**src/hdl/mprs_pkg.sv**
```systemverilog
// Shared types and constants for the matrix power block.
`timescale 1ns / 1ps
package mprs_pkg;

    localparam int DATA_W     = 32;
    localparam int MAX_SIZE   = 8;
    localparam int IDX_W      = (MAX_SIZE > 1) ? $clog2(MAX_SIZE) : 1;
    localparam int SIZE_W     = 4;
    localparam int ADDR_W     = 2 * IDX_W;
    localparam int CNT_W      = ADDR_W + 1;
    localparam int FRAC_BITS  = 16;
    localparam int SUM_W      = 2 * DATA_W + IDX_W + 1;
    localparam int EXP_W      = 16;
    localparam int CFG_IDX_W  = 8;
    localparam int CFG_DATA_W = 16;
    localparam int OUT_DATA_W = 40;
    localparam int STATE_W    = 3;

    localparam logic [CFG_IDX_W-1:0] REG_EXPONENT    = CFG_IDX_W'(0);
    localparam logic [CFG_IDX_W-1:0] REG_MATRIX_SIZE = CFG_IDX_W'(1);

    typedef logic signed [DATA_W-1:0]   data_t;
    typedef logic signed [2*DATA_W-1:0] prod_t;
    typedef logic signed [SUM_W-1:0]    sum_t;
    typedef logic [IDX_W-1:0]           idx_t;
    typedef logic [SIZE_W-1:0]          dim_t;
    typedef logic [CNT_W-1:0]           cnt_t;

    localparam data_t ONE    = data_t'(1) <<< FRAC_BITS;
    localparam sum_t  RND    = (sum_t'(1) <<< FRAC_BITS) >>> 1;
    localparam sum_t  SAT_HI = (sum_t'(1) <<< (DATA_W - 1)) - sum_t'(1);
    localparam sum_t  SAT_LO = -(sum_t'(1) <<< (DATA_W - 1));

    typedef struct packed {
        logic valid;
        idx_t row;
        idx_t col;
        sum_t sum;
    } token_t;

    typedef struct packed {
        logic  base_en;
        logic  acc_en;
        idx_t  row;
        idx_t  col;
        data_t base_val;
        data_t acc_val;
    } wr_t;

    typedef struct packed {
        logic  valid;
        idx_t  row;
        idx_t  col;
        data_t value;
        logic  sat;
    } res_t;

endpackage

```
**src/hdl/mprs_cell.sv**
```systemverilog
// One multiply-accumulate cell of the dot-product chain, holding one column and row.
`timescale 1ns / 1ps
module mprs_cell
(
    input  logic            clk,
    input  logic            rst_n,
    input  mprs_pkg::idx_t  cell_idx,
    input  mprs_pkg::dim_t  size,
    input  logic            op_sq,
    input  mprs_pkg::wr_t   wr,
    input  mprs_pkg::token_t tok_in,
    output mprs_pkg::token_t tok_out,
    input  mprs_pkg::idx_t  rd_row,
    output mprs_pkg::data_t rd_acc
);

    mprs_pkg::data_t  acol [mprs_pkg::MAX_SIZE];
    mprs_pkg::data_t  bcol [mprs_pkg::MAX_SIZE];
    mprs_pkg::data_t  brow [mprs_pkg::MAX_SIZE];

    mprs_pkg::token_t t1_reg;
    mprs_pkg::token_t out_reg;
    mprs_pkg::prod_t  prod_reg;
    mprs_pkg::prod_t  prod_next;
    mprs_pkg::data_t  a_op;
    mprs_pkg::data_t  b_op;
    logic             active;

    always_comb
    begin
        a_op      = op_sq ? bcol[tok_in.row] : acol[tok_in.row];
        b_op      = brow[tok_in.col];
        active    = mprs_pkg::SIZE_W'(cell_idx) < size;
        prod_next = active ? (mprs_pkg::prod_t'(a_op) * mprs_pkg::prod_t'(b_op))
                           : mprs_pkg::prod_t'(0);
    end

    always_ff @(posedge clk)
    begin
        if (wr.base_en)
        begin
            if (wr.col == cell_idx)
            begin
                bcol[wr.row] <= wr.base_val;
            end
            if (wr.row == cell_idx)
            begin
                brow[wr.col] <= wr.base_val;
            end
        end
        if (wr.acc_en && (wr.col == cell_idx))
        begin
            acol[wr.row] <= wr.acc_val;
        end
        prod_reg <= prod_next;
    end

    always_ff @(posedge clk or negedge rst_n)
    begin
        if (!rst_n)
        begin
            t1_reg  <= '0;
            out_reg <= '0;
        end
        else
        begin
            t1_reg  <= tok_in;
            out_reg <= '{valid: t1_reg.valid,
                         row:   t1_reg.row,
                         col:   t1_reg.col,
                         sum:   t1_reg.sum + mprs_pkg::sum_t'(prod_reg)};
        end
    end

    assign tok_out = out_reg;
    assign rd_acc  = acol[rd_row];

endmodule

```
**config.mk**
```make
export PLATFORM = sky130hd
export DESIGN_NAME = mprs_cell
export DESIGN_NICKNAME = d
export VERILOG_FILES = /design/src/hdl/mprs_pkg.sv /design/src/hdl/mprs_cell.sv
export SDC_FILE = /design/constraint.sdc
export NUM_CORES = 2
export LEC_CHECK = 0
export BUFFER_PORTS_ARGS = -buffer_cell sky130_fd_sc_hd__clkbuf_2
export CORE_ASPECT_RATIO = 2
export CORE_UTILIZATION = 62
export CTS_BUF_LIST = sky130_fd_sc_hd__clkbuf_2
export DETAILED_ROUTE_END_ITERATION = 12
export GPL_TIMING_DRIVEN = 1
export MAX_ROUTING_LAYER = met4
export PLACE_DENSITY = 0.86
export SYNTH_ARGS = -nofsm -noshare
export SYNTH_HDL_FRONTEND = slang
export SYNTH_SLANG_ARGS = --single-unit
```
**constraint.sdc**
```tcl
create_clock -name clk -period 23.2 [get_ports clk]
set_input_delay 2.32 -clock clk [delete_from_list [all_inputs] [get_ports clk]]
set_output_delay 2.32 -clock clk [all_outputs]
set_load 0.02 [all_outputs]
```
# [After elaboration in Yosys (flattened, before gate mapping)]
# Memory sizes are Yosys's and may differ from the RTL's.
# Index checks and enable logic that the tools add are counted.
# W data, S select, Z words.
[totals] inputBits=160 latchBits=0 wordCells=27 output_inout_bits=107 reg_bits=214 memories=3 ramBits=768 romBits=0
[memory_table] memory="acol" depth=8 word_bits=32 read_ports=2 rd_clocked_by_memory_dff=0 write_ports=1 line_no="mprs_cell.sv:17" text="mprs_pkg::data_t acol [mprs_pkg::MAX_SIZE];"
[memory_table] memory="bcol" depth=8 word_bits=32 read_ports=1 rd_clocked_by_memory_dff=0 write_ports=1 line_no="mprs_cell.sv:18" text="mprs_pkg::data_t bcol [mprs_pkg::MAX_SIZE];"
[memory_table] memory="brow" depth=8 word_bits=32 read_ports=1 rd_clocked_by_memory_dff=0 write_ports=1 line_no="mprs_cell.sv:19" text="mprs_pkg::data_t brow [mprs_pkg::MAX_SIZE];"
[classes] mux=9 reduce_logical=1 eq_ne=2 mul=1 shifts=0 n_div=0 bitwise_logic=0 n_addsub=1 magnitude_cmp=1
[ops] operator="$add A68 B64 Y68" n=1
[ops] operator="$mul A32 B32 Y64" n=1
[ops] operator="$mux W32" n=1
[ops] operator="$mux W1" n=8
[ops] operator="$eq A3 B3 Y1" n=2
[ops] operator="$lt A3 B4 Y1" n=1
[ops] operator="$logic_and A1 B1 Y1" n=1

# [Logic depth before layout (Yosys ltp)]
[logic_depth] ltp_word=4 ltp_mapped=37 depth_no_buf=32

# [Least setup slack after synthesis]
# Ideal clock, no wire load.
[synth_path] path_type="input -> register" start="input port tok_in[68] (netlist bit)" end="register prod_reg[60]" stages=29 path_buffers=4 setup_time_ns=0.128 t_arrival_ns=11.392 t_required_ns=23.072 setup_slack_ns=11.680 path_cell_list="clkbuf_1 buf_1 mux4_2 mux2_2 clkbuf_1 nor2b_1 fa_1 fa_1 fa_1 fa_1 inv_1 fa_1 inv_1 fa_1 inv_1 fa_1 inv_1 fa_1 ha_1 clkbuf_1 a21o_1 a21o_1 a21oi_1 o22ai_1 a21o_1 a221o_1 o31ai_1 xor2_1 nor2_1"
[synth_between] elab_chain_cells=2
[synth_lines] item="start, declared" line_no="mprs_cell.sv:11" text="input mprs_pkg::token_t tok_in,"
[synth_lines] item="$mem_v2 Z8 W32"
[synth_lines] item="$mul A32 B32 Y64" line_no="mprs_cell.sv:34" text="prod_next = active ? (mprs_pkg::prod_t'(a_op) * mprs_pkg::prod_t'(b_op))"
[synth_lines] item="end signal, assigned" line_no="mprs_cell.sv:55" text="prod_reg <= prod_next;"
[synth_lines] item="end, declared" line_no="mprs_cell.sv:23" text="mprs_pkg::prod_t prod_reg;"
# No other way between the ends.
# A chain may end at the register's enable or synchronous reset.

# [Final worst setup path]
[layout_path] start="input port tok_in[72] (netlist bit)" end="register prod_reg[62]"
[layout_between] elab_chain_cells=3 word_cells_on_any_way=4 cone_classes="1 x mul; 1 x mux; 2 x memory"
[layout_lines] item="$mem_v2 Z8 W32, on equally long branches"
[layout_lines] item="$mux W32 *" line_no="mprs_cell.sv:31" text="a_op = op_sq ? bcol[tok_in.row] : acol[tok_in.row];"
[layout_lines] item="$mul A32 B32 Y64 *" line_no="mprs_cell.sv:34"
# Every way passes the cells marked *; elsewhere a longest branch is shown, timed or not.

==> run summary <==
- 0 — Final setup viols
- 0.1625 — worst slew margin relative to its limit
- 7783 — number of nets in the layout
- 0.1527 — post-synthesis async set-or-reset flop share
- brow[3][0] — Reg2Reg Launch Point
- 5098 — number of design-rule violations left by the first detailed-router iteration
- 50220 — total number of vias
- 130 ps — clock transition time at the flip-flop clock pins of the worst setup and hold paths
- 1243 ps — transition time at the pin with the least slew margin
- complete, no violations — run status
- input pin — Setup crit start kind
- 0 — Final Max Tran Viols
- 0.5327 — post-route clock period utilization
- 219200 um — final routed wirelength across all metal layers
- 494.9 um — overall die height
- 12360 ps — minimum clock period
- 0 — GRT Residual Overflow
- prod_reg[62] — Worst R2R End
- 80790 um2 — area of all placed cells without fillers
- 71 — largest fanout on the critical path
- 331900 um — global-route wire length before repair
- 7480 — number of nets in the synthesized netlist
- 1140 ps — largest stage delay on the critical path
- 0 — number of buffers added for setup after CTS
- 8 — detailed-routing iteration count for the pre-antenna-repair pass
- sky130_fd_sc_hd__fa_1 — most frequent standard cell in the layout excluding fill and tap cells
- sky130_fd_sc_hd__o41ai_2 — Crit-path slowest cell
- built — clock tree from TritonCTS
- 0 — number of hold buffers added after CTS
- 0.1740 — fraction of layout cells with a size suffix above 1
- 0 — ANT nets after route
- 3 — maximum count of clock buffers along a single path
- 267 — I/O pin total
- 0.6263 — Starting Density
- 12.59 um2 — average cell area after synthesis
- 202 — TritonCTS Buffers
- 0 — Synth Warn #
- 123000 um2 — Total Die Area
- reg2reg — Tightest Hold Check Type
- 1083 x sky130_fd_sc_hd__fa_1, 990 x sky130_fd_sc_hd__inv_1, 768 x sky130_fd_sc_hd__edfxtp_1 — most used cells in the layout excluding fill and tap cells
- 74 — number of distinct library cell variants in the gate-level netlist after synthesis
- sky130_fd_sc_hd__edfxtp_1 31%, sky130_fd_sc_hd__fa_1 29%, sky130_fd_sc_hd__mux4_2 7.8%, sky130_fd_sc_hd__dfrtp_1 5.0%, sky130_fd_sc_hd__inv_1 4.9% — most area-consuming cells after synthesis
- 24800 ps — Crit path required time
- 266 — count of input and output buffers
- 0 — number of endpoints with negative hold slack in the final report
- 75320 um2 — Synth Cell Area
- 56350 — number of global-route vias before repair
- 7630 — placed cell count
- acol (256), bcol (256), brow (256) — largest registers in the final layout
- 78720 um2 — Post-DP Area
- 0.3062 — share of Yosys cell area claimed by the top area cell type
- prod_reg[62] — end point of the critical path
- 27.38 um — drt wl/cell
- 12650 ps — register-to-register path setup slack
- 0.3843 — gr usage total
- sky130_fd_sc_hd__clkbuf_2 — Root Driver
- 4 — CTS H-Tree Depth
- tok_in[72] — beginning of the critical path
- sky130_fd_sc_hd__fa_1 — most common cell type on the critical path
- 982 — clock net sink count
- in2reg — type of the worst setup path
- 6.271 — routed via count divided by cell count
- sky130_fd_sc_hd__edfxtp_1 — largest area contributor in the synthesized netlist
- 1.049 — routability congestion estimate from global placement
- 120300 um2 — area of the placeable core
- false — setup repair after global routing missed its margin
- 1750 ps — clock insertion delay at the later pin of the skew report
- 0 ps — setup TNS
- 180 — Site Rows
- 159200 um — HPWL Detailed
- 248.5 um — DIE WIDTH
- sky130_fd_sc_hd__edfxtp_1 — flip-flop cell with the highest count after synthesis
- 14 — number of antenna violations at the first check in global routing
- 80.92 MHz — Max Fclk
- 0.3730 — sequential fraction of the synthesis area
- 0 — Post-route DRC
- 982 — flip-flop and latch count after synthesis
- 7.270% — Area growth syn-to-layout
- flip-flop — Setup crit end kind
- 13960 ps — arrival time of data at the critical path endpoint
- 768 — EDFF count, synth
- 0 — # Max-Cap Violations
- 160.6 ps — Setup Skew
- 0 — CTS-repair resized insts
- 87 — maximum number of pins on one net before global-route repair
- 8008 — post-route insts no fill
- 5984 — instance count of the mapped netlist
- 25 — Register-to-Register Path Depth
## kinds of logic (layout without fill, tap and decap cells)
logic type      Yosys count  count (layout)  synth area share
mux                     390             390           0.09634
simple gates           1403            1403           0.08022
fa+ha+maj              1336            1336            0.3299
xor+xnor                144             144           0.01675
compound gates          448             448           0.03924
flops                   982             982            0.3730
buf+inv                1281            1738           0.06452
other cells               0              20                 0
## synth_stat cells, types with 8 or more instances
| cell | count |
|---|---|
| sky130_fd_sc_hd__nor2b_1 | 68 |
| sky130_fd_sc_hd__edfxtp_1 | 768 |
| sky130_fd_sc_hd__inv_1 | 990 |
| sky130_fd_sc_hd__nor3_1 | 26 |
| sky130_fd_sc_hd__nand4_1 | 26 |
| sky130_fd_sc_hd__o21a_1 | 33 |
| sky130_fd_sc_hd__a31oi_1 | 22 |
| sky130_fd_sc_hd__dfxtp_1 | 64 |
| sky130_fd_sc_hd__a21o_1 | 74 |
| sky130_fd_sc_hd__o21ai_1 | 48 |
| sky130_fd_sc_hd__xnor2_1 | 95 |
| sky130_fd_sc_hd__buf_2 | 37 |
| sky130_fd_sc_hd__clkbuf_1 | 221 |
| sky130_fd_sc_hd__a211oi_1 | 16 |
| sky130_fd_sc_hd__mux2i_1 | 51 |
| sky130_fd_sc_hd__nor2_1 | 568 |
| sky130_fd_sc_hd__or2_2 | 21 |
| sky130_fd_sc_hd__nand3_1 | 20 |
| sky130_fd_sc_hd__and3_1 | 16 |
| sky130_fd_sc_hd__ha_1 | 253 |
| sky130_fd_sc_hd__xor2_1 | 49 |
| sky130_fd_sc_hd__buf_1 | 31 |
| sky130_fd_sc_hd__or3_1 | 8 |
| sky130_fd_sc_hd__o31ai_1 | 8 |
| sky130_fd_sc_hd__nand2_1 | 513 |
| sky130_fd_sc_hd__fa_1 | 1083 |
| sky130_fd_sc_hd__nand2b_1 | 73 |
| sky130_fd_sc_hd__dfrtp_1 | 150 |
| sky130_fd_sc_hd__mux2_2 | 77 |
| sky130_fd_sc_hd__o21bai_1 | 24 |
| sky130_fd_sc_hd__mux4_2 | 260 |
| sky130_fd_sc_hd__o21ai_0 | 48 |
| sky130_fd_sc_hd__and2_1 | 46 |
| sky130_fd_sc_hd__a21oi_1 | 114 |
## how the worst min path moves through the flow
stage | start | to | slack [ps] | depth (start not counted)
finish | t1_reg[74] | tok_out[74] | 330 | 0
floorplan | t1_reg[68] | tok_out[68] | 330 | 0
global placement | t1_reg[68] | tok_out[68] | 330 | 0
CTS | t1_reg[74] | tok_out[74] | 320 | 0
detailed placement | t1_reg[69] | tok_out[69] | 340 | 0
global route | t1_reg[74] | tok_out[74] | 340 | 0
## per-stage QoR
| step | util | setup WS [ps] | hold WS [ps] |
|---|---|---|---|
| 4_1_cts | 0.6714 | 11210 | 322.2 |
| 2_1_floorplan | - | 11680 | 331.2 |
| 3_3_place_gp | 0.6545 | 9423 | 331.8 |
| 5_1_grt | 0.6717 | 10610 | 343.5 |
| 3_5_place_dp | 0.6545 | 9317 | 335.5 |
| 6_report | 0.6718 | 10840 | 332.1 |
## critical path, delay by kind of cell
kind	cells	cell delay [ps]
xor+xnor	1	140
simple gates	6	1550
compound gates	6	3050
buf+inv	4	1850
fa+ha+maj	9	4380
mux	2	470
## metal layers
layer	share of wire	global-route usage	wire, um
met5	0	-	0
met3	0.11	0.1076	23040
met2	0.50	0.6361	110300
met1	0.29	0.3721	63800
met4	0.10	0.3239	22060
## final cells by class
type,instances,area (um2)
Tap cell,1547,1936
Timing Repair Buffer,390,2287
Clock buffer,266,1331
Multi-Input combinational cell,3721,42680
Antenna cell,20,50.05
Inverter,990,3716
Sequential cell,982,28100
Clock inverter,92,695.7
Fill cell,8317,39470
Power is left out: the tool's default activity adds up to more than one toggle a clock period on the data nets, which glitch-free logic cannot reach.
