**config.mk**
```make
export PLATFORM = sky130hd
export DESIGN_NAME = mprs_round
export DESIGN_NICKNAME = d
export VERILOG_FILES = /design/src/hdl/mprs_pkg.sv /design/src/hdl/mprs_round.sv
export SDC_FILE = /design/constraint.sdc
export NUM_CORES = 1
export LEC_CHECK = 0
export ABC_AREA = 1
export BUFFER_PORTS_ARGS = -buffer_cell sky130_fd_sc_hd__buf_4
export CORE_MARGIN = 10
export CORE_UTILIZATION = 29
export CTS_CLUSTER_DIAMETER = 200
export CTS_CLUSTER_SIZE = 10
export DETAILED_ROUTE_END_ITERATION = 7
export SLEW_MARGIN = 40
export SYNTH_ARGS = -nofsm -noshare
export SYNTH_HDL_FRONTEND = slang
export SYNTH_SLANG_ARGS = --single-unit
```
**constraint.sdc**
```tcl
create_clock -name clk -period 0.8 [get_ports clk]
set_input_delay 0.2 -clock clk [delete_from_list [all_inputs] [get_ports clk]]
set_output_delay 0.2 -clock clk [all_outputs]
set_load 0.05 [all_outputs]
```
**src/hdl/mprs_pkg.sv**
```systemverilog
// Shared types and constants for the matrix power block.
`timescale 1ns / 1ps
package mprs_pkg;

    localparam int DATA_W     = 32;
    localparam int MAX_SIZE   = 8;
    localparam int IDX_W      = (MAX_SIZE > 1) ? $clog2(MAX_SIZE) : 1;
    localparam int SIZE_W     = 4;
    localparam int ADDR_W     = 2 * IDX_W;
    localparam int CNT_W      = ADDR_W + 1;
    localparam int FRAC_BITS  = 16;
    localparam int SUM_W      = 2 * DATA_W + IDX_W + 1;
    localparam int EXP_W      = 16;
    localparam int CFG_IDX_W  = 8;
    localparam int CFG_DATA_W = 16;
    localparam int OUT_DATA_W = 40;
    localparam int STATE_W    = 3;

    localparam logic [CFG_IDX_W-1:0] REG_EXPONENT    = CFG_IDX_W'(0);
    localparam logic [CFG_IDX_W-1:0] REG_MATRIX_SIZE = CFG_IDX_W'(1);

    typedef logic signed [DATA_W-1:0]   data_t;
    typedef logic signed [2*DATA_W-1:0] prod_t;
    typedef logic signed [SUM_W-1:0]    sum_t;
    typedef logic [IDX_W-1:0]           idx_t;
    typedef logic [SIZE_W-1:0]          dim_t;
    typedef logic [CNT_W-1:0]           cnt_t;

    localparam data_t ONE    = data_t'(1) <<< FRAC_BITS;
    localparam sum_t  RND    = (sum_t'(1) <<< FRAC_BITS) >>> 1;
    localparam sum_t  SAT_HI = (sum_t'(1) <<< (DATA_W - 1)) - sum_t'(1);
    localparam sum_t  SAT_LO = -(sum_t'(1) <<< (DATA_W - 1));

    typedef struct packed {
        logic valid;
        idx_t row;
        idx_t col;
        sum_t sum;
    } token_t;

    typedef struct packed {
        logic  base_en;
        logic  acc_en;
        idx_t  row;
        idx_t  col;
        data_t base_val;
        data_t acc_val;
    } wr_t;

    typedef struct packed {
        logic  valid;
        idx_t  row;
        idx_t  col;
        data_t value;
        logic  sat;
    } res_t;

endpackage

```
**src/hdl/mprs_round.sv**
```systemverilog
// Rounding and saturation of a finished dot product to the element format.
`timescale 1ns / 1ps
module mprs_round
(
    input  logic             clk,
    input  logic             rst_n,
    input  mprs_pkg::token_t tok,
    output mprs_pkg::res_t   res
);

    mprs_pkg::sum_t rnd;
    mprs_pkg::sum_t shifted;
    mprs_pkg::res_t res_reg;
    mprs_pkg::res_t res_next;

    always_comb
    begin
        rnd            = tok.sum + mprs_pkg::RND;
        shifted        = rnd >>> mprs_pkg::FRAC_BITS;
        res_next.valid = tok.valid;
        res_next.row   = tok.row;
        res_next.col   = tok.col;
        if (shifted > mprs_pkg::SAT_HI)
        begin
            res_next.value = mprs_pkg::data_t'(mprs_pkg::SAT_HI);
            res_next.sat   = 1'b1;
        end
        else if (shifted < mprs_pkg::SAT_LO)
        begin
            res_next.value = mprs_pkg::data_t'(mprs_pkg::SAT_LO);
            res_next.sat   = 1'b1;
        end
        else
        begin
            res_next.value = shifted[mprs_pkg::DATA_W-1:0];
            res_next.sat   = 1'b0;
        end
    end

    always_ff @(posedge clk or negedge rst_n)
    begin
        if (!rst_n)
        begin
            res_reg <= '0;
        end
        else
        begin
            res_reg <= res_next;
        end
    end

    assign res = res_reg;

endmodule

```
# Yosys cells after proc, flatten, opt, wreduce, memory -nomap -nowiden
# Index checks and enable logic that the tools add are counted.
[totals]
in_bits = 77
output_inout_bits = 40
regBits = 40
wordCells = 10
[op_classes]
order_cmp = 2
n_addsub = 1
n_mux = 2
[op_table]
columns = ["cell", "count"]
rows = [
  ["adder 68 x 17 -> 68 bit, second input constant", 1],
  ["two-way mux 33 bit", 2],
  ["> comparator 52 x 32 -> 1 bit, second input constant", 1],
  ["< comparator 52 x 32 -> 1 bit, second input constant", 1],
]

# Depth between registers and ports, before layout
# Gate-level depths: netlist (run 1).
[logic_depth]
ltp_word = 4
depth_mapped = 18
ltp_nobuf = 17

# Worst setup path before layout (run 1)
# OpenSTA, ideal clock, no wires.
[synth_path]
path_kind = "input port to flip-flop"
from = "input tok[15] (netlist bit)"
to = "register res_reg (netlist bit res[10])"
stages = 16
setup_ns = 0.117
arrival_time_ns = 1.677
slack_ns = -0.994
required_ns = 0.683
n_path_buf = 1
cell_sequence = "ha_1 -> nand3_2 -> nor2_4 -> nand2_4 -> nor2_8 -> nand3_1 -> nand2_1 -> inv_2 -> nor2_1 -> and2_1 -> nand2_1 -> nor2_1 -> nand2_1 -> nand2_2 -> buf_6 -> nand2_1"
[synth_rtl]
columns = ["item", "line", "text"]
rows = [
  ["from (decl)", "mprs_round.sv:7", "input mprs_pkg::token_t tok,"],
  ["to (signal assigned)", "mprs_round.sv:48", "res_reg <= res_next;"],
  ["to (decl)", "mprs_round.sv:13", "mprs_pkg::res_t res_reg;"],
]

==> flow_summary.yaml, run 1 <==
logic_synthesis:
  yosys_warnings: 0
  synth_cell_types: 25
  synth.ff_latch_count: 40
  syn_area_um2: 3160
  syn-instance-count: 482
  yosysSeqAreaShare: 0.316
  syn_nets: 560
  yosys_most_used_dff: "dfrtp_1"
  synth_edf_count: 0
  async_reset_ff_frac: 1.00
  synth.avg_cell_area_um2: 6.56
detailed_routing:
  routed_via_density: 4.54
  drt-total-wl_um: 13000
  drc: 0
  wire_per_inst_um: 15.1
  vias: 3908
  postRouteAntennaNets: 0
  drt-initial-drc-count: 182
  first_pass_iters: 4
floorplanning:
  dieHeight_um: 124
  io_pins: 117
  start_util: 0.294
  dieArea_um2: 15500
  core_um2: 10700
  fp-row-count: 38
  die-width_um: 124
cts:
  cts_buffers: 5
  cts.clk_slew.worst_paths_ns: 0.07
  cts_max_level: 2
  root_buffer: "clkbuf_8"
  cts_tree: "yes"
  cts_sinks: 40
  clockBufferDepth: 2
grt:
  track_usage: 0.145
  grt_pass1_vias: 3753
  grt_util_met1: 0.173
  use_met2: 0.257
  top_usage_layer: "met2"
  grt_overflow: 0
  grt_max_degree: 33
  met3_usage: 0.0294
  antenna_found_initial: 0
  grt_pass1_wl_um: 18700
timing:
  slew_headroom: 0.793
  setup_viol: 73
  fin_crit_sh: 2.27
  period_needed_ns: 1.82
  finalMaxSlewViolations: 0
  tightestPinTransition_ns: 0.308
  rsz0062_at_grt: "yes"
  final.setup.worst_slack_ns: -1.02
  max_freq_mhz: 550
  holdWs_ns: 0.00666
  tns_ns: -41.88
  hold_viol: 0
flow_run:
  maxCapViolCount: 0
placed_design:
  place_ws_ns: -1.38
  port_buffers: 101
  post-dp-hpwl_um: 10000
  placed_cell_area_um2: 4900
  place_congestion: 0.898
  placed_cells: 826
pwr:
  p_comb_frac: 0.376
  pwr-share-clk: 0.264
  p_leak_nw: 2.85
  p_per_area_nw_per_um2: 1030
  seqPwrFrac: 0.360
  p_sw_w: 0.00204
  ir_drop_mv: 1.02
  switching_share: 0.334
  internal-power_w: 0.00408
outcome:
  status: "complete, but fails checks"
  violations: "negative setup slack"
worst_setup_path:
  critPathCaptureType: "flop"
  crit_fanout: 7
  path_class: "in2reg"
  cp_data_arrival_time_ns: 2.01
  cp.required_ns: 0.99
  start_kind: "primary input"
cells_and_area:
  layout-drive-gt1-share: 0.546
  fin_nets: 798
  antenna_cells: 0
  register_area_um2: 1000
  area_growth_pct: 88.2
  fin_area_um2: 5960
  multi_input_area_um2: 2450
  fillers: 1001
  layout.cells.non_filler: 861
  largest_reg_flops: 40
min_path:
  hold_path_class: "in2reg"
## cell families after synthesis
logic type               after synthesis  synth area share
AND/OR/NAND/NOR                      366             0.520
flip-flops                            40             0.316
buffers and inverters                 41            0.0656
AO/OA/AOI/OAI                          2           0.00316
XOR/XNOR                              32            0.0909
adder cells (fa/ha/maj)                1           0.00395
## per-stage QoR
stage / utilization / total power [W]
after floorplan: - / 0.00316
after detailed placement: 0.456 / 0.00413
after global placement: 0.456 / 0.00411
after CTS: 0.491 / 0.00588
after global routing: 0.554 / 0.00639
final: 0.554 / 0.00612
## routing by layer
| metal | vias up | share of wire |
|---|---|---|
| met1 | 1819 | 0.41 |
| met2 | 115 | 0.51 |
| met5 | - | 0 |
| met4 | 0 | 0.016 |
| li1 | 1959 | - |
| met3 | 15 | 0.064 |
## cells in the final DEF, fill, tap and decap left out
master | synthesis | final
a21oi_2 | 0 | 1
and2_1 | 4 | 4
buf_12 | 1 | 3
buf_16 | 0 | 1
buf_4 | 0 | 178
buf_6 | 5 | 45
buf_8 | 0 | 2
bufinv_16 | 0 | 1
clkbuf_1 | 0 | 1
clkbuf_16 | 0 | 3
clkbuf_8 | 0 | 5
clkinv_2 | 0 | 1
dfrtp_1 | 40 | 40
dlygate4sd3_1 | 0 | 5
ha_4 | 0 | 1
inv_1 | 31 | 31
inv_2 | 4 | 2
inv_4 | 0 | 2
nand2_1 | 198 | 138
nand2_2 | 16 | 63
nand2_4 | 2 | 15
nand3_1 | 21 | 17
nand3_2 | 4 | 6
nand3_4 | 0 | 2
nand3b_1 | 3 | 3
nand4_1 | 16 | 16
nand4_4 | 0 | 1
nor2_1 | 83 | 38
nor2_2 | 6 | 33
nor2_4 | 8 | 26
nor2_8 | 1 | 1
nor3_1 | 3 | 2
nor3_2 | 0 | 1
o21ai_1 | 1 | 1
xnor2_1 | 13 | 13
xnor2_4 | 0 | 1
xor2_1 | 18 | 18
## final timing paths
path	end	slack, ns	from	depth (start not counted)
worst max-delay path	res[15]	-1.02	tok[15]	15
worst min-delay path	res[34]	0.007	tok[69]	1
max in group asynchronous	res[24]	0.17	rst_n	3
min in group asynchronous	res[5]	0.28	rst_n	2
## worst max-delay path, stage by stage
cell and delay, ns:
buf_8 0.08, ha_4 0.14, nand3_4 0.09, inv_4 0.10
nand3_4 0.08, nor2_4 0.21, nand2_2 0.10, buf_6 0.14
inv_4 0.05, nand4_4 0.10, xnor2_4 0.24, nand2_4 0.15
clkbuf_16 0.21, nand2_4 0.05, nand2_1 0.04
## power groups by stage
stage	logic [W]	clock network, W	registers [W]
final	0.00230	0.00162	0.00220
after global placement	0.00189	0	0.00222
after floorplan	0.000481	0	0.00268
after global routing	0.00245	0.00173	0.00221
after detailed placement	0.00191	0	0.00222
after CTS	0.00204	0.00164	0.00220
## area by class of cell
cell class | count | area share
Clock buffer | 6 | 0.0122
Clock inverter | 2 | 0.00588
Inverter | 35 | 0.0229
Multi-Input combinational cell | 401 | 0.411
Sequential cell | 40 | 0.168
Tap cell | 140 | 0.0294
Timing Repair Buffer | 237 | 0.350
## what timing repair did
action,4_1_cts,5_1_grt
hold buffers,1,4
cloned,1,4
buffers inserted,4,13
endpoints found under the setup margin,73,73
gates resized for setup,54,141
pin swaps,4,43
endpoints found under the hold margin,40,4
## synth_stat cells, types with 5 or more instances
cell type  count  area, µm²
nand2_1      198        743
nor2_1        83        312
dfrtp_1       40       1000
inv_1         31        116
nand3_1       21        105
xor2_1        18        158
nand2_2       16        100
nand4_1       16        100
xnor2_1       13        114
nor2_4         8       90.1
nor2_2         6       37.5
buf_6          5       56.3
(Power assumes the default switching activity.)
==> inputs of run 2 (changes only) <==
Settings changed: CORE_UTILIZATION 29 to 52, PLACE_DENSITY set to 0.84.
==> run 2 against run 1 <==
The run now fails in global routing (5_1_grt). Synthesized cell count is the same. Area after synthesis is the same.
==> flow_summary.yaml, run 2 <==
logic_synthesis:
  yosysTopAreaCell: "dfrtp_1"
  yosys_warnings: 0
  synth.top_cell.area_share: 0.316
  netlist_top_cells_count: "nand2_1, nor2_1, dfrtp_1"
  ys_top_cells_by_area: "dfrtp_1, nand2_1, nor2_1"
  synth.ff_latch_count: 40
  synth_edf_count: 0
  yosysSeqAreaShare: 0.316
  yosys.cell_count.top_type: "nand2_1"
  syn_area_um2: 3160
  yosys_most_used_dff: "dfrtp_1"
  synth.avg_cell_area_um2: 6.56
  syn-instance-count: 482
  syn_nets: 560
  synth_cell_types: 25
  async_reset_ff_frac: 1.00
cts:
  cts_buffers: 5
  clockBufferDepth: 2
  root_buffer: "clkbuf_8"
  cts_sinks: 40
  cts_max_level: 2
floorplanning:
  start_util: 0.534
  fp-row-count: 28
  dieHeight_um: 98.0
  die-width_um: 98.0
  io_pins: 117
grt:
  grt_max_degree: 34
outcome:
  tool.error: "[ERROR DPL-0038] Utilization greater than 100%, impossible to legalize"
  status: "did not finish"
  lastStage: "global routing (5_1_grt)"
placed_design:
  placed_cells: 759
  place_congestion: 1.02
  place_ws_ns: -1.43
  post-dp-hpwl_um: 10300
  port_buffers: 101
timing:
  worstEndpointType: "register data pin"
  crit_endpoint: "res[10]$_DFF_PN0_/D"
## run 2: cell counts after synthesis
No cell type changed its count.
## run 2: repair_timing
| item | CTS |
|---|---|
| gates cloned | 4 |
| gates resized for setup | 91 |
| pin swaps | 3 |
| endpoints found under the hold margin | 44 |
| buffers inserted | 9 |
| setup endpoints to repair | 73 |
| hold buffers | 5 |
## run 2: kinds of logic after synthesis
logic type,after synthesis,synth area share
flip-flops,40,0.316
XOR/XNOR,32,0.0909
AO/OA/AOI/OAI,2,0.00316
AND/OR/NAND/NOR,366,0.520
buffers and inverters,41,0.0656
adder cells (fa/ha/maj),1,0.00395
## run 2: per-stage QoR
stage	utilization	area (µm²)	TNS [ns]
2_1_floorplan	-	3190	-29.87
3_3_place_gp	0.812	4810	-43.06
3_5_place_dp	0.812	4810	-45.43
4_1_cts	0.924	5470	-43.23
==> inputs of run 3 (changes only) <==
Settings changed: CORE_UTILIZATION 52 to 37, CTS_CLUSTER_DIAMETER 200 to not set, CTS_CLUSTER_SIZE 10 to not set, PLACE_DENSITY 0.84 to not set, PLACE_DENSITY_LB_ADDON set to 0.15.
==> run 3 against run 2 <==
The flow now finishes, with violations (negative setup slack).
==> flow_summary.yaml, run 3 (synthesized netlist as in run 1, its figures left out) <==
outcome:
  status: "complete, but fails checks"
  violations: "negative setup slack"
worst_setup_path:
  cp_cell_sequence: "buf_4, nand2_2, nor2_2, buf_6, nand2_1, nor2_4, nand4_1, nand2_1, buf_4, nand4_1, nor2_2, nand2_1, nand2_4, clkbuf_16, nand2_1"
  crit_fanout: 8
  cp_slowest_cell: "nor2_4"
  critPathMaxStageDelay_ns: 0.19
  crit_start: "tok[25]"
  cpLargestDelayFamily: "simple AND/OR/NAND/NOR gates"
  path_class: "in2reg"
  cp.required_ns: 0.99
  start_kind: "primary input"
  cp_data_arrival_time_ns: 2.06
  critPathCaptureType: "flop"
  critPathBufInv: 4
  critPathMostFrequentCell: "nand2_1"
timing:
  slew_headroom: 0.776
  period_needed_ns: 1.86
  max_freq_mhz: 537
  setup_viol: 73
  final.setup.worst_slack_ns: -1.06
  hold_viol: 0
  tns_ns: -43.18
  rsz0062_at_grt: "yes"
  fin_crit_sh: 2.33
  finalMaxSlewViolations: 0
  tightestPinTransition_ns: 0.333
detailed_routing:
  routed_via_density: 4.73
  drt-initial-drc-count: 187
  first_pass_iters: 4
  wire_per_inst_um: 15.6
  postRouteAntennaNets: 0
  drt-total-wl_um: 12700
  vias: 3863
  drc: 0
floorplanning:
  dieHeight_um: 112
  start_util: 0.383
  core_um2: 8260
  io_pins: 117
  die-width_um: 112
  fp-row-count: 33
  dieArea_um2: 12700
cells_and_area:
  area_growth_pct: 82.2
  fin_nets: 788
  layout-drive-gt1-share: 0.525
  fin_area_um2: 5770
  layout_commonest_cell: "buf_4"
  fillers: 688
  antenna_cells: 0
  layout_common_cells: "buf_4, nand2_1, nand2_2"
  largest_reg_flops: 40
  layout.cells.non_filler: 816
cts:
  cts_buffers: 5
  cts_tree: "yes"
  cts.clk_slew.worst_paths_ns: 0.08
  cts_sinks: 40
  cts_max_level: 2
  root_buffer: "clkbuf_8"
  clockBufferDepth: 2
placed_design:
  place_ws_ns: -1.33
  place_congestion: 0.985
  post-dp-hpwl_um: 9600
  placed_cells: 788
  placed_cell_area_um2: 4850
  port_buffers: 101
min_path:
  hold_path_class: "in2reg"
  min-delay-start: "tok[72]"
grt:
  track_usage: 0.174
  grt_overflow: 0
  grt_pass1_wl_um: 18300
  antenna_found_initial: 0
  grt_pass1_vias: 3862
  grt_max_degree: 33
pwr:
  power.total_w: 0.00586
  ir_drop_mv: 0.500
  p_leak_nw: 2.77
  p_per_area_nw_per_um2: 1020
flow_run:
  maxCapViolCount: 0
==> run 3: area by class of cell <==
type,instances,area (µm²),share of cell area
sequential,40,1000,0.174
tap,105,131,0.0228
clock inverter,3,18.8,0.00326
clock buffer,5,68.8,0.0119
inverter,35,134,0.0232
multi-input combinational,401,2370,0.411
timing repair buffer,227,2040,0.354
==> run 3: path summary, 6_finish.rpt <==
check	end	cells past startpoint
min	res[37]	1
max	res[27]	15
max in group asynchronous	res[8]	3
min in group asynchronous	res[10]	2
==> run 3: stage by stage <==
step                      hold WS, ns   util
after floorplan               -0.0956      -
after global placement         0.0592  0.587
after detailed placement       0.0588  0.587
after CTS                     0.00928  0.623
after global routing         -0.00932  0.698
final                         0.00384  0.698
==> run 3: per-layer routing <==
layer,vias to the layer above,global-route usage,wire [µm]
met2,133,0.312,6430
met1,1758,0.203,5100
met3,25,0.0346,852
met5,-,0,0
li1,1947,-,-
met4,0,0.0567,361
==> run 3: where the power goes <==
group	switching (W)	total, W	internal, W
Combinational	0.00127	0.00228	0.00101
Clock	0.000774	0.00138	0.000609
Sequential	0.0000565	0.00220	0.00214
==> run 3: what timing repair did <==
action	in CTS	in global routing
hold endpoints to repair	40	1
setup buffers	3	9
resized for setup	50	125
cloned	0	6
pin swaps	1	58
hold buffers	1	1
endpoints found under the setup margin	73	73
==> inputs of run 4 (changes only) <==
Clock period 0.8 ns to 2.2 ns, I/O delays scaled along.
==> run 4 against run 3 <==
The run now ends clean. Combinational power is 69% lower. Final cell count is 1.7% lower. Global-route usage is 0.27 points higher. Wire length is 7.2% lower. Sequential power is 64% lower. Setup slack better by 1.1 ns. Count of clock-buffer cells in the layout stayed put. Total power is 63% lower. Clock power is 54% lower. Largest cell class unchanged. Highest routed layer unchanged.
==> flow_summary.yaml, run 4 (synthesized netlist as in run 1, its figures left out) <==
outcome:
  status: "finished, final reports clean"
detailed_routing:
  drc: 0
  wire_per_inst_um: 14.8
  drt-total-wl_um: 11800
  vias: 3681
  drt-initial-drc-count: 213
  postRouteAntennaNets: 0
  first_pass_iters: 5
  routed_via_density: 4.59
cells_and_area:
  antenna_cells: 0
  layout-drive-gt1-share: 0.458
  layout_commonest_cell: "buf_4"
  fin_area_um2: 5220
  register_area_um2: 1000
  area_growth_pct: 65.0
  largest_reg_flops: 40
  multi_input_area_um2: 2160
  layout_common_cells: "buf_4, nand2_1, nor2_1"
  fillers: 781
  fin_nets: 774
timing:
  max_freq_mhz: 469
  period_needed_ns: 2.13
  setup_viol: 0
  finalMaxSlewViolations: 0
  final.setup.worst_slack_ns: 0.0666
  rsz0062_at_grt: "yes"
  fin_crit_sh: 0.970
  tns_ns: 0
  tightestPinTransition_ns: 0.508
  hold_viol: 0
  slew_headroom: 0.662
floorplanning:
  die-width_um: 112
  fp-row-count: 33
  dieHeight_um: 112
  core_um2: 8260
  start_util: 0.383
  io_pins: 117
  dieArea_um2: 12700
placed_design:
  placed_cell_area_um2: 4750
  post-dp-hpwl_um: 9580
  place_congestion: 0.957
  port_buffers: 101
  place_ws_ns: -0.317
cts:
  hold_buffers: 0
  cts_tree: "yes"
  root_buffer: "clkbuf_8"
  cts_buffers: 5
  cts_sinks: 40
  clockBufferDepth: 2
  cts_max_level: 2
  cts.clk_slew.worst_paths_ns: 0.09
grt:
  grt_pass1_vias: 3659
  grt_max_degree: 41
  antenna_found_initial: 0
  track_usage: 0.177
  grt_overflow: 0
  grt_pass1_wl_um: 18300
pwr:
  ir_drop_mv: 0.374
  p_per_area_nw_per_um2: 411
  p_leak_nw: 2.56
worst_setup_path:
  start_kind: "primary input"
  crit_fanout: 8
  cp_data_arrival_time_ns: 2.38
  critPathCaptureType: "flop"
  cp.required_ns: 2.44
  crit_start: "tok[22]"
  path_class: "in2reg"
min_path:
  hold_path_class: "in2async"
flow_run:
  maxCapViolCount: 0
run 4: cell count changes in the layout (fill, tap and decap cells not counted), sizes merged:
cell	change
buf	-10
clkinv	-3
clkbuf	-2
dlygate4sd3	-2
bufinv	+1
clkinvlp	+1
inv	+1
run 4: worst paths after layout:
kind / to / slack (ns) / depth (start not counted)
max: res[7] / 0.07 / 15
min: res[9] / 0.22 / 1
max in group asynchronous: res[24] / 1.63 / 1
min in group clk: res[34] / 0.36 / 1
run 4: critical path: stages:
cell and delay [ns]:
buf_4 0.10, nand2_1 0.12, nor2_2 0.17, nand2_2 0.11, nor2_4 0.17, nand3_1 0.11, xor2_1 0.16, nor2_1 0.14
nand2_1 0.09, nor2_2 0.15, nand2_2 0.11, nand2_8 0.12, buf_8 0.16, nand2_2 0.05, nand2_1 0.06
run 4: layout make-up:
class                   count  area share
clock buffers               5      0.0132
repair buffers            213       0.323
clock inverters             3     0.00887
well taps                 105      0.0252
flip-flops and latches     40       0.192
multi-input cells         401       0.413
inverters                  35      0.0252
run 4: layer usage:
layer	wire length (µm)	GRT usage	part of all wire
met1	5200	0.229	0.44
met2	5770	0.304	0.49
met3	704	0.0293	0.059
met4	157	0.0330	0.013
met5	0	0	0
run 4: timing repair:
item / 4_1_cts / 5_1_grt
endpoints found under the setup margin: 1 / 32
setup buffers: 1 / 9
gates cloned: 0 / 3
pin swaps: 1 / 19
gates resized for setup: 1 / 69
run 4: stage by stage:
stage / utilization / hold slack, ns / std cells / power [W]
after floorplan: - / 0.254 / 482 / 0.00115
final: 0.632 / 0.221 / 802 / 0.00214
after detailed placement: 0.575 / 0.563 / 781 / 0.00147
after CTS: 0.590 / 0.231 / 790 / 0.00212
after global routing: 0.632 / 0.251 / 802 / 0.00227
after global placement: 0.575 / 0.548 / 781 / 0.00147
run 4: report_power, final:
group	leakage (nW)	switching, W	total, W	internal [W]
clock network	0.0548	0.000293	0.000635	0.000342
logic	2.06	0.000426	0.000718	0.000293
registers	0.444	0.0000118	0.000791	0.000779
total	2.56	0.000731	0.00214	0.00141
